--- config.mk ---
export PLATFORM = sky130hd
export DESIGN_NAME = cpfa_apb_regs
export DESIGN_NICKNAME = d
export VERILOG_FILES = /design/src/hdl/cpfa_pkg.sv /design/src/hdl/cpfa_apb_regs.sv
export SDC_FILE = /design/constraint.sdc
export NUM_CORES = 1
export LEC_CHECK = 0
export ABC_AREA = 1
export BUFFER_PORTS_ARGS = -buffer_cell sky130_fd_sc_hd__buf_2
export CORE_MARGIN = 2
export CORE_UTILIZATION = 35
export CTS_CLUSTER_SIZE = 20
export DETAILED_ROUTE_END_ITERATION = 10
export GPL_TIMING_DRIVEN = 0
export PLACE_DENSITY = 0.67
export SYNTH_ARGS = -nofsm -noshare
export SYNTH_HDL_FRONTEND = slang
export SYNTH_SLANG_ARGS = --single-unit
--- constraint.sdc ---
create_clock -name i_clk -period 1.4 [get_ports i_clk]
set_clock_uncertainty 0.1 [all_clocks]
set_input_delay 0.07 -clock i_clk [delete_from_list [all_inputs] [get_ports i_clk]]
set_output_delay 0.07 -clock i_clk [all_outputs]
set_load 0.03 [all_outputs]
--- src/hdl/cpfa_pkg.sv ---
package cpfa_pkg;

    // Managed memory geometry.
    localparam int PAGES      = 32768;
    localparam int PAGE_SHIFT = 12;
    localparam int REF_BITS   = 8;

    // Derived widths.
    localparam int ADDR_W  = 56;
    localparam int CMD_W   = 3;
    localparam int STAT_W  = 3;
    localparam int FREE_W  = 16;
    localparam int IDX_W   = $clog2(PAGES);
    localparam int DEPTH_W = $clog2(PAGES + 1);
    // Page walk addresses carry two extra bits so that base plus offset never wraps.
    localparam int P_W     = ADDR_W + 2;

    localparam logic [P_W-1:0] PAGE_BYTES_P = P_W'(1) << PAGE_SHIFT;

    // Configuration register map: one 64-bit register every 8 bytes.
    localparam int REG_COUNT  = 3;
    localparam int CFG_ADDR_W = $clog2(REG_COUNT * 8);
    localparam int CFG_DATA_W = 64;
    localparam int REG_IDX_W  = CFG_ADDR_W - 3;

    localparam logic [REG_IDX_W-1:0] REG_BASE       = REG_IDX_W'(0);
    localparam logic [REG_IDX_W-1:0] REG_FIRST_FREE = REG_IDX_W'(1);
    localparam logic [REG_IDX_W-1:0] REG_TOP        = REG_IDX_W'(2);

    localparam logic [ADDR_W-1:0] BASE_RST       = ADDR_W'(64'h0000_0000_8000_0000);
    localparam logic [ADDR_W-1:0] FIRST_FREE_RST = ADDR_W'(64'h0000_0000_8000_0000);
    localparam logic [ADDR_W-1:0] TOP_RST        = ADDR_W'(64'h0000_0000_8800_0000);

    // Request commands.
    localparam logic [CMD_W-1:0] CMD_INIT  = 3'd0;
    localparam logic [CMD_W-1:0] CMD_ALLOC = 3'd1;
    localparam logic [CMD_W-1:0] CMD_FREE  = 3'd2;
    localparam logic [CMD_W-1:0] CMD_COW   = 3'd3;
    localparam logic [CMD_W-1:0] CMD_SHARE = 3'd4;

    // Result status codes.
    localparam logic [STAT_W-1:0] ST_OK          = 3'd0;
    localparam logic [STAT_W-1:0] ST_NO_FREE     = 3'd1;
    localparam logic [STAT_W-1:0] ST_BAD_ADDR    = 3'd2;
    localparam logic [STAT_W-1:0] ST_DOUBLE_FREE = 3'd3;
    localparam logic [STAT_W-1:0] ST_NO_MEM      = 3'd4;

    // Configuration values as seen by the allocator core.
    typedef struct packed {
        logic [ADDR_W-1:0] base;
        logic [ADDR_W-1:0] first_free;
        logic [ADDR_W-1:0] top;
    } t_cfg;

endpackage

--- src/hdl/cpfa_apb_regs.sv ---
module cpfa_apb_regs import cpfa_pkg::*; (
    input  logic                  i_clk,
    input  logic                  i_rst_n,
    input  logic                  psel,
    input  logic                  penable,
    input  logic                  pwrite,
    input  logic [CFG_ADDR_W-1:0] paddr,
    input  logic [CFG_DATA_W-1:0] pwdata,
    output logic [CFG_DATA_W-1:0] prdata,
    output logic                  pready,
    output t_cfg                  o_cfg
);

    logic [ADDR_W-1:0]    r_base;
    logic [ADDR_W-1:0]    r_first_free;
    logic [ADDR_W-1:0]    r_top;
    logic [REG_IDX_W-1:0] reg_idx;
    logic                 wr_en;

    assign reg_idx = paddr[CFG_ADDR_W-1:3];
    assign wr_en   = psel && penable && pwrite;
    assign pready  = 1'b1;

    // Register writes complete in the access phase.
    always_ff @(posedge i_clk) begin
        if (!i_rst_n) begin
            r_base       <= BASE_RST;
            r_first_free <= FIRST_FREE_RST;
            r_top        <= TOP_RST;
        end else if (wr_en) begin
            unique case (reg_idx)
                REG_BASE:       r_base       <= pwdata[ADDR_W-1:0];
                REG_FIRST_FREE: r_first_free <= pwdata[ADDR_W-1:0];
                REG_TOP:        r_top        <= pwdata[ADDR_W-1:0];
                default: ;
            endcase
        end
    end

    // Read mux; unmapped addresses read as zero.
    always_comb begin
        unique case (reg_idx)
            REG_BASE:       prdata = CFG_DATA_W'(r_base);
            REG_FIRST_FREE: prdata = CFG_DATA_W'(r_first_free);
            REG_TOP:        prdata = CFG_DATA_W'(r_top);
            default:        prdata = '0;
        endcase
    end

    assign o_cfg.base       = r_base;
    assign o_cfg.first_free = r_first_free;
    assign o_cfg.top        = r_top;

endmodule

=== Word-level counts from Yosys, hierarchy flattened ===
Index checks and enable logic that the tools add are counted.

* Reduce and logical (&&, ||, !) cells: 6
* Eq/ne operators: 2
* Multiplexer cells: 1

{| class="wikitable"
|+ Operator list
! cell !! count
|-
| 56-bit one-hot mux with 3 select lines || 1
|-
| 2-bit AND reduction || 3
|-
| 2-bit by 1-bit equality test with 1-bit output, second input constant || 1
|-
| 2-bit equality test, second input constant || 1
|-
| 1-bit logical AND || 2
|-
| 2-bit zero test || 1
|}

* Bits in registers: 168
* Word-level logic and storage cells: 12
* Output and inout bits: 233
* Input bits: 74

=== Logic depth before layout (Yosys ltp) ===
* Depth after elaboration: 3
* Mapped depth: 7

=== Least setup slack after synthesis ===
OpenSTA, ideal clock, no wires.

* Path kind: in2out
* Start point: input port paddr[4]
* End point: output port prdata[0]
* Stages: 5
* Path slack: 358 ps
* Required time: 1230 ps
* Data arrival time: 872 ps
* Cells stage by stage: nor2_1 buf_2 buf_2 nand2_1 nand3_1

* Word-level cells in the longest chain between the ends: 2

{| class="wikitable"
|+ RTL lines
! what !! RTL line !! RTL
|-
| start: declaration || cpfa_apb_regs.sv:7 || <nowiki>input logic [CFG_ADDR_W-1:0] paddr,</nowiki>
|-
| 2-bit equality test (tied with other cells) || cpfa_apb_regs.sv:42 || <nowiki>unique case (reg_idx)</nowiki>
|-
| 56-bit one-hot mux with 3 select lines * || cpfa_apb_regs.sv:42 ||
|-
| end: declaration || cpfa_apb_regs.sv:9 || <nowiki>output logic [CFG_DATA_W-1:0] prdata,</nowiki>
|}

Every way passes the cells marked *; elsewhere a longest branch is shown, timed or not.

=== Worst setup path after layout ===
* Start point: input port paddr[4]
* End point: output port prdata[25]

Same word-level chain as after synthesis.

==> impl_metrics.py <==
metrics = {
    "cts": {
        "worstSkewPairLatency_ns": 0.43,
        "htreeDepth": 4,
        "clockBufferDepth": 2,
        "numCtsBuffers": 17,
        "cts-root-buf": "clkbuf_16",
        "clk_pin_slew_ns": 0.06,
        "cts.sinks": 168,
        "cts_tree": "built",
    },
    "synthesis": {
        "synth_ff_type": "dfxtp_1",
        "synth.area.mux_share_pct": 0,
        "ys_seq_area_share_pct": 43.0,
        "synth_top_family_by_area": "simple AND/OR/NAND/NOR gates",
        "synthArstFlopShare_pct": 0,
        "synthTopCellsByCount": "nand2_1 (343), nor2_1 (333), nand3_1 (225)",
        "synth_fa_ha_area_share_pct": 0,
        "synth_area_leaders": "dfxtp_1 (43%), nand2_1 (16%), nor2_1 (16%)",
        "yosysTopAreaCell": "dfxtp_1",
        "ys_warn_count": 0,
        "synth_most_common_cell": "nand2_1",
        "synth-edff-count": 0,
        "avgSynthCellArea_um2": 6.34,
        "synth_xor_area_share_pct": 0,
        "synth_cells": 1233,
        "netlist_area_um2": 7820,
        "ys_types": 13,
        "synth_compound_area_share_pct": 0.128,
        "synthSimpleGateAreaFrac_pct": 47.0,
        "yosysTopAreaCellShare_pct": 43.0,
        "ys_seq_elements": 168,
    },
    "floorplanning": {
        "core_um2": 21900,
        "placementRows": 54,
        "die_w_um": 153,
        "initial_core_util_pct": 35.7,
        "chipHeight_um": 153,
        "dieArea_um2": 23600,
        "io_pins": 307,
    },
    "grt": {
        "grt.overflow.total": 0,
        "grt_usage_pct": 23.7,
        "grt_max_degree": 17,
        "grt_first_pass_wirelength_um": 44800,
        "antenna_found_initial": 0,
        "grt_pass1_vias": 8375,
    },
    "power": {
        "p_sw_mw": 3.24,
        "p_leak_nw": 5.65,
        "power_density_nw_per_um2": 1030,
        "vdd_drop_max_mv": 0.658,
        "intPower_mw": 7.95,
        "p_comb_share_pct": 14.3,
        "p_sw_share_pct": 29.0,
        "pwr-share-clk_pct": 41.2,
        "seq_power_share_pct": 44.5,
        "power.total_mw": 11.2,
    },
    "cells_and_area": {
        "post-route-util_pct": 49.8,
        "antenna_cells": 0,
        "nFillCells": 2282,
        "fin_area_um2": 10900,
        "ff_latch_area_um2": 3370,
        "syn_to_final_growth_pct": 39.3,
        "multi_input_area_um2": 3720,
        "final_layout_size_suffix_gt1_share_pct": 25.8,
        "nets": 1676,
    },
    "sta": {
        "slew_headroom_pct": 57.7,
        "finalSetupViolCount": 0,
        "fin_setup_tns_ns": 0,
        "fmax_ghz": 0.738,
        "drv_slew": 0,
        "fin_ws_ns": 0.0452,
        "post-route-period-util_pct": 96.8,
        "finalCriticalPeriod_ns": 1.35,
        "worst_pin_slew_ns": 0.634,
        "report.final.hold_viol_count": 0,
        "rsz0062_at_grt": "true",
    },
    "run_status": {
        "status": "finished clean",
    },
    "critical_path": {
        "critPathLaunchType": "input pin",
        "path_max_fanout": 10,
        "required_ns": 1.23,
        "crit_path_end_kind": "output pin",
        "critPathArrivalTime_ns": 1.18,
        "critPathKind": "input pin to output pin",
        "r2r_slack_ns": 0.65,
    },
    "route": {
        "vias": 8975,
        "drc": 0,
        "avgRoutedWirePerCell_um": 15.1,
        "drtIter0Drc": 533,
        "routed_wl_um": 28600,
        "ant_nets": 0,
        "first_pass_iters": 5,
        "viasPerCell": 4.74,
    },
    "place": {
        "dpl.hpwl_um": 21000,
        "dp_slack_ns": -0.267,
        "gp_congestion": 0.829,
        "numPortBuffers": 285,
        "placed_cell_area_um2": 9620,
    },
    "run": {
        "drv_cap": 0,
    },
    "worst_hold_path": {
        "hold_path.class": "input pin to register",
    },
}
layer usage:
layer / track usage [%] / wire, um / up-vias
li1: - / - / 4529
met1: 30.1 / 12300 / 4091
met2: 40.8 / 13900 / 327
met3: 4.96 / 1930 / 28
met4: 6.29 / 398 / 0
met5: 0 / 0 / -
path summary, 6_finish.rpt:
| kind | startpoint | to | depth (start not counted) |
|---|---|---|---|
| max reg2reg | r_base[31] | r_base[31] | 2 |
| max | paddr[4] | prdata[25] | 7 |
| min | paddr[4] | r_first_free[31] | 5 |
| min reg2reg | r_base[40] | r_base[40] | 2 |
layout by cell type, fill, tap and decap left out:
cell,instances
inv_6,4
inv_2,2
clkinvlp_4,6
buf_2,318
nand2_1,343
clkbuf_8,1
clkbuf_16,17
nor2_2,3
bufinv_16,1
dfxtp_1,160
clkbuf_1,7
clkinv_2,2
buf_4,34
o21ai_0,2
inv_1,56
dlygate4sd3_1,57
nor2_1,332
nand3_1,225
buf_6,12
conb_1,9
buf_1,7
clkbuf_4,9
dfxtp_2,8
registers in the layout, summed over array words and instances, names as in the netlist:
name and flops:
r_base 56, r_top 56, r_first_free 56
timing repair:
item / in CTS / in global routing
resized for setup: 23 / 28
setup buffers: 0 / 1
setup endpoints to repair: 56 / 96
hold endpoints to repair: 168 / 0
hold buffers: 57 / 0
cells by family (layout without fill, tap and decap cells):
kind of cell | after synthesis | count (layout)
AOI/OAI and AO/OA | 2 | 2
buffers and inverters | 158 | 533
DFF | 168 | 168
other | 2 | 9
and+or+nand+nor | 903 | 903
worst max-delay path: stages:
cell and delay, ns:
buf_2 0.13, nor2_2 0.18, buf_6 0.19, buf_4 0.22, nand2_1 0.08, nand3_1 0.11
clkbuf_4 0.20
stage by stage:
stage               hold WS, ns  instances
global placement          0.201       1805
finish                   0.0509       1895
global route             0.0780       1895
detailed placement        0.215       1805
floorplan                0.0961       1240
CTS                      0.0348       1894
area by class of cell:
type                       instances  share of cell area (%)
buffer                           100                    5.89
clock buffer                      19                    4.07
clock inverter                    13                    1.10
inverter                          58                    2.00
multi-input combinational        914                    34.2
sequential                       168                    31.0
tap                              280                    3.22
timing repair buffer             343                    18.6
power by group through the flow:
stage               sequential [mW]  clock (mW)  combinational, mW
global placement               5.08           0               1.43
detailed placement             5.08           0               1.44
CTS                            4.97        4.69               1.59
finish                         4.98        4.61               1.60
floorplan                      5.27           0              0.757
global route                   4.99        4.86               1.75
Note: power is estimated with default switching activity, not from simulation.
